[config.mk]
export PLATFORM = sky130hd
export DESIGN_NAME = differential_steering_slew_limiter_flat
export DESIGN_NICKNAME = d
export VERILOG_FILES = /design/src/design/dssl_pkg.sv /design/src/design/dssl_if.sv /design/src/design/differential_steering_slew_limiter.sv /design/src/flat_wrapper.sv
export SDC_FILE = /design/constraint.sdc
export NUM_CORES = 1
export LEC_CHECK = 0
export BUFFER_PORTS_ARGS = -buffer_cell sky130_fd_sc_hd__buf_4
export CORE_UTILIZATION = 65
export DETAILED_ROUTE_END_ITERATION = 8
export PLACE_DENSITY = 0.9
export SLEW_MARGIN = 15
export SYNTH_ARGS = -nofsm -noshare
export SYNTH_HDL_FRONTEND = slang
export SYNTH_SLANG_ARGS = --single-unit
[constraint.sdc]
create_clock -name clk -period 12 [get_ports clk]
set_clock_uncertainty 0.15 [all_clocks]
set_input_delay 2.4 -clock clk [delete_from_list [all_inputs] [get_ports clk]]
set_output_delay 2.4 -clock clk [all_outputs]
set_load 0.05 [all_outputs]
[src/design/dssl_pkg.sv]
// Package for the differential steering slew limiter: field widths, register
// indexes, opcodes and the constants of the rounded divide by the maximum angle.
// No dependencies.
`default_nettype none

package dssl_pkg;

  // Field and register widths.
  localparam int BASE_W   = 10;
  localparam int STEP_W   = 8;
  localparam int DIFF_W   = 8;
  localparam int LIMIT_W  = 15;
  localparam int ANGLE_W  = 16;
  localparam int SPEED_W  = 12;
  localparam int CFG_IDX_W  = 3;
  localparam int CFG_DATA_W = 15;

  // Register reset values.
  localparam logic [BASE_W-1:0]  BASE_SPEED_RESET     = 10'd20;
  localparam logic [STEP_W-1:0]  SPEED_STEP_RESET     = 8'd2;
  localparam logic [DIFF_W-1:0]  MAX_DIFF_RESET       = 8'd10;
  localparam logic [LIMIT_W-1:0] STRAIGHT_LIMIT_RESET = 15'd1280;

  // Full-scale steering angle in Q8 (legal range 256 to 32767).
  localparam int MAX_ANGLE_Q8 = 5120;
  localparam int ROUND_BIAS   = MAX_ANGLE_Q8 / 2;

  // Magnitude of a 16-bit signed angle fits 16 unsigned bits.
  localparam int MAG_W = ANGLE_W;
  // Product |angle| * max_differential plus the rounding bias.
  localparam int NUM_W = MAG_W + DIFF_W;
  // Quotient bound: the divisor is at least 256.
  localparam int QUO_W = NUM_W - 8;

  // Exact division by a constant: floor(n / D) = (n * RECIP) >> DIV_SHIFT for
  // every n below 2**NUM_W, with RECIP = ceil(2**DIV_SHIFT / D).
  localparam int DIV_SHIFT = NUM_W + $clog2(MAX_ANGLE_Q8);
  localparam longint unsigned RECIP =
    ((64'd1 << DIV_SHIFT) + MAX_ANGLE_Q8 - 1) / MAX_ANGLE_Q8;
  localparam int RECIP_W = NUM_W + 1;
  localparam int MUL_W   = DIV_SHIFT + QUO_W;

  // Item opcodes.
  typedef enum logic {
    OP_ANGLE = 1'b0,
    OP_TICK  = 1'b1
  } op_t;

  // Configuration register indexes.
  typedef enum logic [CFG_IDX_W-1:0] {
    REG_BASE_SPEED     = 3'd0,
    REG_SPEED_STEP     = 3'd1,
    REG_MAX_DIFF       = 3'd2,
    REG_STRAIGHT_LIMIT = 3'd3
  } cfg_reg_t;

endpackage

`default_nettype wire

[src/design/dssl_if.sv]
// Channel interfaces of the differential steering slew limiter: input items,
// result items and configuration writes. Depends on dssl_pkg.
`default_nettype none

interface dssl_item_if import dssl_pkg::*; ();
  logic                      valid;
  logic                      ready;
  logic                      opcode;
  logic                      line_found;
  logic signed [ANGLE_W-1:0] angle_q8;

  modport source (output valid, opcode, line_found, angle_q8, input ready);
  modport sink   (input valid, opcode, line_found, angle_q8, output ready);
endinterface

interface dssl_result_if import dssl_pkg::*; ();
  logic                      valid;
  logic                      ready;
  logic signed [SPEED_W-1:0] target_right;
  logic signed [SPEED_W-1:0] target_left;
  logic signed [SPEED_W-1:0] desired_right;
  logic signed [SPEED_W-1:0] desired_left;
  logic                      turning;

  modport source (output valid, target_right, target_left, desired_right,
                  desired_left, turning, input ready);
  modport sink   (input valid, target_right, target_left, desired_right,
                  desired_left, turning, output ready);
endinterface

interface dssl_cfg_if import dssl_pkg::*; ();
  logic                  valid;
  logic                  ready;
  logic [CFG_IDX_W-1:0]  index;
  logic [CFG_DATA_W-1:0] data;

  modport source (output valid, index, data, input ready);
  modport sink   (input valid, index, data, output ready);
endinterface

`default_nettype wire

[src/design/differential_steering_slew_limiter.sv]
// Differential steering slew limiter: an accepted input transaction is held
// in stage one and then registered into the result; one transaction per cycle,
// with the input held off only while stage one is full and a result waits.
// Stage one registers the magnitude product; stage two divides, clamps, mixes
// and slews. Synchronous active-high reset restores the register defaults, sets
// all four speeds to the default base speed and clears the turning flag.
`default_nettype none

module differential_steering_slew_limiter
  import dssl_pkg::*;
(
  input  wire            clk,
  input  wire            rst,
  dssl_item_if.sink      item,
  dssl_result_if.source  result,
  dssl_cfg_if.sink       cfg
);

  // Configuration registers. The user writes them only while the block is idle,
  // so nothing in flight ever sees a value change; the block does not enforce it.
  logic [BASE_W-1:0]  base_speed;
  logic [STEP_W-1:0]  speed_step;
  logic [DIFF_W-1:0]  max_differential;
  logic [LIMIT_W-1:0] straight_limit_q8;

  assign cfg.ready = 1'b1;

  always_ff @(posedge clk) begin
    if (rst) begin
      base_speed        <= BASE_SPEED_RESET;
      speed_step        <= SPEED_STEP_RESET;
      max_differential  <= MAX_DIFF_RESET;
      straight_limit_q8 <= STRAIGHT_LIMIT_RESET;
    end else if (cfg.valid && cfg.ready) begin
      unique case (cfg_reg_t'(cfg.index))
        REG_BASE_SPEED:     base_speed        <= cfg.data[BASE_W-1:0];
        REG_SPEED_STEP:     speed_step        <= cfg.data[STEP_W-1:0];
        REG_MAX_DIFF:       max_differential  <= cfg.data[DIFF_W-1:0];
        REG_STRAIGHT_LIMIT: straight_limit_q8 <= cfg.data[LIMIT_W-1:0];
        default: ;
      endcase
    end
  end

  // Handshake. The speed state doubles as the result register: it only
  // changes when the stage one transaction moves into it, which needs the
  // previous result to have been taken, so a waiting result never shifts.
  logic s1_valid;
  logic out_valid;
  logic out_free;
  logic s1_fire;
  logic in_fire;

  assign out_free   = !out_valid || result.ready;
  assign s1_fire    = s1_valid && out_free;
  assign item.ready = !s1_valid || out_free;
  assign in_fire    = item.valid && item.ready;

  always_ff @(posedge clk) begin
    if (rst) begin
      s1_valid  <= 1'b0;
      out_valid <= 1'b0;
    end else begin
      if (item.ready) begin
        s1_valid <= item.valid;
      end
      if (out_free) begin
        out_valid <= s1_valid;
      end
    end
  end

  // Stage one: magnitude of the angle, straight/turn decision and the
  // product with the maximum differential.
  logic signed [ANGLE_W:0] angle_ext;
  logic        [ANGLE_W:0] angle_abs;
  logic        [MAG_W-1:0] mag;
  logic        [NUM_W-1:0] prod_next;

  assign angle_ext = {item.angle_q8[ANGLE_W-1], item.angle_q8};
  assign angle_abs = angle_ext[ANGLE_W] ? (ANGLE_W+1)'(-angle_ext) : angle_ext;
  assign mag       = angle_abs[MAG_W-1:0];
  assign prod_next = NUM_W'(mag) * NUM_W'(max_differential);

  logic             s1_opcode;
  logic             s1_track;
  logic             s1_left;
  logic             s1_diff_on;
  logic [NUM_W-1:0] s1_prod;

  always_ff @(posedge clk) begin
    if (in_fire) begin
      s1_opcode  <= item.opcode;
      s1_track   <= item.line_found;
      // Only a strictly positive angle steers left; zero takes the other side.
      s1_left    <= !item.angle_q8[ANGLE_W-1] && (item.angle_q8 != '0);
      s1_diff_on <= mag >= MAG_W'(straight_limit_q8);
      s1_prod    <= prod_next;
    end
  end

  // Stage two: rounded divide by the maximum angle through a constant
  // reciprocal, clamp to the maximum differential, then mix into the wheels.
  logic [NUM_W-1:0]  num;
  logic [MUL_W-1:0]  quo_full;
  logic [QUO_W-1:0]  quo;
  logic [DIFF_W-1:0] diff;

  assign num      = s1_prod + NUM_W'(ROUND_BIAS);
  assign quo_full = MUL_W'(num) * MUL_W'(RECIP_W'(RECIP));
  assign quo      = quo_full[DIV_SHIFT +: QUO_W];
  assign diff     = (quo > QUO_W'(max_differential)) ? max_differential
                                                     : quo[DIFF_W-1:0];

  logic signed [SPEED_W-1:0] base_s;
  logic signed [SPEED_W-1:0] diff_s;
  logic signed [SPEED_W-1:0] fast;
  logic signed [SPEED_W-1:0] slow;

  assign base_s = SPEED_W'(base_speed);
  assign diff_s = SPEED_W'(diff);
  assign fast   = base_s + diff_s;
  assign slow   = base_s - diff_s;

  // Moves a target toward its desired speed by at most the step.
  function automatic logic signed [SPEED_W-1:0] slew(
    input logic signed [SPEED_W-1:0] goal,
    input logic signed [SPEED_W-1:0] want,
    input logic        [STEP_W-1:0]  step
  );
    logic signed [SPEED_W:0] delta;
    logic signed [SPEED_W:0] lim;
    logic signed [SPEED_W:0] sum;
    delta = (SPEED_W+1)'(want) - (SPEED_W+1)'(goal);
    lim   = (SPEED_W+1)'({1'b0, step});
    if (delta > lim) begin
      delta = lim;
    end else if (delta < -lim) begin
      delta = -lim;
    end
    sum = (SPEED_W+1)'(goal) + delta;
    return sum[SPEED_W-1:0];
  endfunction

  // Speed state, which is also what the result transaction carries.
  logic signed [SPEED_W-1:0] want_right;
  logic signed [SPEED_W-1:0] want_left;
  logic signed [SPEED_W-1:0] goal_right;
  logic signed [SPEED_W-1:0] goal_left;
  logic                      turn_flag;

  always_ff @(posedge clk) begin
    if (rst) begin
      want_right <= SPEED_W'(BASE_SPEED_RESET);
      want_left  <= SPEED_W'(BASE_SPEED_RESET);
      goal_right <= SPEED_W'(BASE_SPEED_RESET);
      goal_left  <= SPEED_W'(BASE_SPEED_RESET);
      turn_flag  <= 1'b0;
    end else if (s1_fire) begin
      if (s1_opcode == OP_TICK) begin
        goal_right <= slew(goal_right, want_right, speed_step);
        goal_left  <= slew(goal_left, want_left, speed_step);
      end else if (s1_track) begin
        // An update without a track leaves everything as it was.
        turn_flag <= s1_diff_on;
        if (!s1_diff_on) begin
          want_right <= base_s;
          want_left  <= base_s;
        end else if (s1_left) begin
          want_right <= fast;
          want_left  <= slow;
        end else begin
          want_right <= slow;
          want_left  <= fast;
        end
      end
    end
  end

  assign result.valid         = out_valid;
  assign result.target_right  = goal_right;
  assign result.target_left   = goal_left;
  assign result.desired_right = want_right;
  assign result.desired_left  = want_left;
  assign result.turning       = turn_flag;

  // The speed state only moves when a transaction leaves stage one.
  a_state_holds: assert property (@(posedge clk) disable iff (rst)
    !$past(rst) && !$past(s1_fire) |->
      $stable(want_right) && $stable(want_left) &&
      $stable(goal_right) && $stable(goal_left) && $stable(turn_flag))
    else $error("speed state changed without a transaction");

  // Straight running always leaves both desired speeds equal.
  a_straight_equal: assert property (@(posedge clk) disable iff (rst)
    !turn_flag |-> want_right == want_left)
    else $error("desired speeds differ while not turning");

  // An angle update never touches the motor targets.
  a_angle_keeps_targets: assert property (@(posedge clk) disable iff (rst)
    !$past(rst) && $past(s1_fire) && $past(s1_opcode == OP_ANGLE) |->
      $stable(goal_right) && $stable(goal_left))
    else $error("motor target moved on an angle update");

endmodule

`default_nettype wire
[src/flat_wrapper.sv]
// flat-port wrapper written by rule: the top's interface ports become plain ports
module differential_steering_slew_limiter_flat import dssl_pkg::*;
  (clk, rst, item_valid, item_opcode, item_line_found, item_angle_q8, item_ready, result_valid, result_target_right, result_target_left, result_desired_right, result_desired_left, result_turning, result_ready, cfg_valid, cfg_index, cfg_data, cfg_ready);
  dssl_item_if item_i ();
  dssl_result_if result_i ();
  dssl_cfg_if cfg_i ();
  input  wire clk;
  input  wire rst;
  input wire logic [$bits(item_i.valid)-1:0] item_valid;
  input wire logic [$bits(item_i.opcode)-1:0] item_opcode;
  input wire logic [$bits(item_i.line_found)-1:0] item_line_found;
  input wire logic [$bits(item_i.angle_q8)-1:0] item_angle_q8;
  output wire logic [$bits(item_i.ready)-1:0] item_ready;
  output wire logic [$bits(result_i.valid)-1:0] result_valid;
  output wire logic [$bits(result_i.target_right)-1:0] result_target_right;
  output wire logic [$bits(result_i.target_left)-1:0] result_target_left;
  output wire logic [$bits(result_i.desired_right)-1:0] result_desired_right;
  output wire logic [$bits(result_i.desired_left)-1:0] result_desired_left;
  output wire logic [$bits(result_i.turning)-1:0] result_turning;
  input wire logic [$bits(result_i.ready)-1:0] result_ready;
  input wire logic [$bits(cfg_i.valid)-1:0] cfg_valid;
  input wire logic [$bits(cfg_i.index)-1:0] cfg_index;
  input wire logic [$bits(cfg_i.data)-1:0] cfg_data;
  output wire logic [$bits(cfg_i.ready)-1:0] cfg_ready;
  assign item_i.valid = item_valid;
  assign item_i.opcode = item_opcode;
  assign item_i.line_found = item_line_found;
  assign item_i.angle_q8 = item_angle_q8;
  assign item_ready = item_i.ready;
  assign result_valid = result_i.valid;
  assign result_target_right = result_i.target_right;
  assign result_target_left = result_i.target_left;
  assign result_desired_right = result_i.desired_right;
  assign result_desired_left = result_i.desired_left;
  assign result_turning = result_i.turning;
  assign result_i.ready = result_ready;
  assign cfg_i.valid = cfg_valid;
  assign cfg_i.index = cfg_index;
  assign cfg_i.data = cfg_data;
  assign cfg_ready = cfg_i.ready;
  differential_steering_slew_limiter u_core (.clk(clk), .rst(rst), .item(item_i), .result(result_i), .cfg(cfg_i));
endmodule
==> metrics.txt <==
Seq/Total Area, Yosys=11.4%; Die Span Y=192 um; Critical Path Sink=u_core.result.desired_right[10]; number of core rows=69; relative max-transition margin=28.2%; Reg area=2660 sq um; Achievable Freq=85.3 MHz; final hold vios=0; GR Util met1=44.2%; R2R cell count=47; slowest CP cell=fa_1; Total GRT Usage=34.7%; post-route ant nets=0; nets@finish=3506; CP Class=flop to flop; final max-slew violation count=0; CTS Buf Count=17; fill cell count=2513; WP data required=12140 ps; Port Buffers=91; Synth area leaders=fa_1 (27%), ha_1 (23%), inv_1 (8.6%); fin crit period=11720 ps; non-filler instance count after layout=3204; Routed WL=63200 um; Top cell by count, worst path=fa_1; initial core utilization=66.0%; CP peak stage delay=560 ps; run status=finished clean; ys flop type=dfxtp_1; Synth async-reset ratio=0%; Root Buffer=clkbuf_16; core area=35500 sq um; Die X=192 um; first-pass GRT wire length=99300 um; DR WL/cell=19.7 um; met2 Use GR=58.9%; setup slack at placement=-116 ps; Cell variety after synth=75; final setup margin=275 ps; Final setup viols=0; gpl congestion=0.992; Pre-antenna DRT Iters=6; largest net degree at the start of global routing=71; Worst Setup SP=u_core.s1_prod[14]; vias in the first global route=19700; DP HPWL=51000 um; Ys Warns=0; synthesized area per cell=8.89 sq um; Cells after DPL=3159; Worst R2R Start=u_core.s1_prod[14]; syn_nets=3413; CTS tree=yes; Vias=19400; drt via density=6.06; I/O pin total=93; clk slew on worst S/H paths=60 ps; Crit. End Element=flop; die footprint=36800 sq um; Multi-input gate area=18700 sq um; total clock sinks=119; Critical R2R Capture=u_core.result.desired_right[10]; Area Overhead vs Synth=9.47%; Data arrival, critical path=11870 ps; DRT iter0 DRCs=1420; WP depth=47; met3 usage in global routing=4.18%; flops & latches, synth=119; clk buf depth=2; crit-path max FO=5; max_cap viols=0; GRT Max-Usage Layer=met2; worst-margin pin slew=1080 ps; WP buf/inv=5; Clk Latency, worst-skew pair=440 ps; share of cells above drive strength 1=7.51%; EDFF count, synth=28; Post-Syn Area=23400 sq um; Critical Path Start Type=flop; Hold Crit Class=flop to flop; post-synthesis cell count=2637; number of antenna diodes=0; Residual DRC=0; final period utilization=97.7%; R2R Setup Slk=280 ps; Synth area leader=fa_1; initial antenna violation count=0; CP delay by family, top=adder cells; number of H-tree levels=4; post-synth top area share=26.6%; GRT overflow=0
==> placed cells by master (no fill, tap or decap), drive strengths merged, types with 5 or more instances in the layout <==
master	netlist	final
or4	5	5
fa	311	311
o31a	6	6
inv	534	542
a21o	40	40
a21oi	145	145
xor2	29	29
clkbuf	50	18
o31ai	11	11
nor3	29	29
nand3	26	26
o21bai	17	17
nand2	242	242
or3	9	9
mux2	9	9
nand2b	14	14
dfxtp	91	91
a32oi	5	5
xnor2	90	90
o22ai	7	7
a31oi	14	14
edfxtp	28	28
nor2	133	133
and2	48	48
o21ai	90	90
a211oi	23	23
mux2i	35	35
ha	424	424
and3	10	10
o21a	18	18
nor4	7	7
nor2b	20	20
nand4	16	16
o211ai	16	16
nor4b	9	9
o41ai	6	6
buf	10	134
==> through the flow <==
| stage | hold WS, ps | TNS [ps] | instance area (sq um) | utilization (%) |
|---|---|---|---|---|
| 6_report | 313 | 0 | 25600 | 72.3 |
| 3_5_place_dp | 305 | -270 | 24700 | 69.6 |
| 5_1_grt | 329 | -1780 | 25600 | 72.3 |
| 2_1_floorplan | 286 | 0 | 23400 | - |
| 4_1_cts | 313 | 0 | 25400 | 71.4 |
| 3_3_place_gp | 295 | 0 | 24700 | 69.6 |
==> state kept, by name (all words and copies together), names as in the netlist, 8 cells and up <==
signal and flops:
u_core.speed_step 8, u_core.result.desired_right 12, u_core.result.desired_left 11, u_core.s1_prod 24
u_core.result.target_right 12, u_core.base_speed 10, u_core.straight_limit_q8 15, u_core.max_differential 8
u_core.result.target_left 12
==> metal layers <==
| layer | routed length [um] | share of wire, % |
|---|---|---|
| met4 | 3090 | 4.9 |
| met5 | 0 | 0 |
| met1 | 25400 | 40 |
| met2 | 30400 | 48 |
| met3 | 4190 | 6.6 |
==> synth_stat cells, types with 35 or more instances <==
| master | number |
|---|---|
| and2_1 | 48 |
| fa_1 | 311 |
| nor2_1 | 133 |
| inv_1 | 534 |
| xnor2_1 | 90 |
| clkbuf_1 | 50 |
| dfxtp_1 | 91 |
| ha_1 | 424 |
| nand2_1 | 242 |
| a21oi_1 | 145 |
| o21ai_0 | 64 |
| mux2i_1 | 35 |
| a21o_1 | 40 |
==> worst min-delay path, cell delays in order, from the launching register on <==
cell     delay, ps
dfxtp_1        310
nand2_1         50
a21oi_1         50
==> layout make-up <==
cell class                      instances  share of cell area [%]
Multi-Input combinational cell       1922                    73.0
Clock buffer                           18                    1.76
Clock inverter                         14                   0.810
Sequential cell                       119                    10.4
Tap cell                              461                    2.25
Timing Repair Buffer                  134                    3.94
Inverter                              536                    7.84
==> cell families (layout without fill, tap and decap cells) <==
logic type | after synthesis | count (layout) | synth area share [%]
and+or+nand+nor | 582 | 582 | 11.5
AOI/OAI and AO/OA | 441 | 441 | 12.0
DFF | 119 | 119 | 11.4
muxes | 44 | 44 | 1.93
buffers and inverters | 596 | 702 | 9.61
other | 1 | 1 | 0.0160
adders and majority gates | 735 | 735 | 49.2
xor gates and xnor gates | 119 | 119 | 4.45
==> worst min path at each step <==
stage / start / endpoint / slack, ps / cells past startpoint
6_report: u_core.straight_limit_q8[7] / u_core.straight_limit_q8[7] / 310 / 2
5_1_grt: u_core.straight_limit_q8[9] / u_core.straight_limit_q8[9] / 330 / 2
4_1_cts: u_core.straight_limit_q8[7] / u_core.straight_limit_q8[7] / 310 / 2
3_5_place_dp: u_core.straight_limit_q8[1] / u_core.straight_limit_q8[1] / 300 / 2
3_3_place_gp: u_core.straight_limit_q8[6] / u_core.straight_limit_q8[6] / 300 / 2
2_1_floorplan: u_core.straight_limit_q8[11] / u_core.straight_limit_q8[11] / 290 / 2
==> repair_timing <==
item	in CTS	in global routing
pin swaps	0	8
resized for setup	2	38
endpoints found under the setup margin	4	16
setup buffers	0	13
hold buffers	0	0
Power is left out: the tool's default activity adds up to more than one toggle a clock period on the data nets, which glitch-free logic cannot reach.
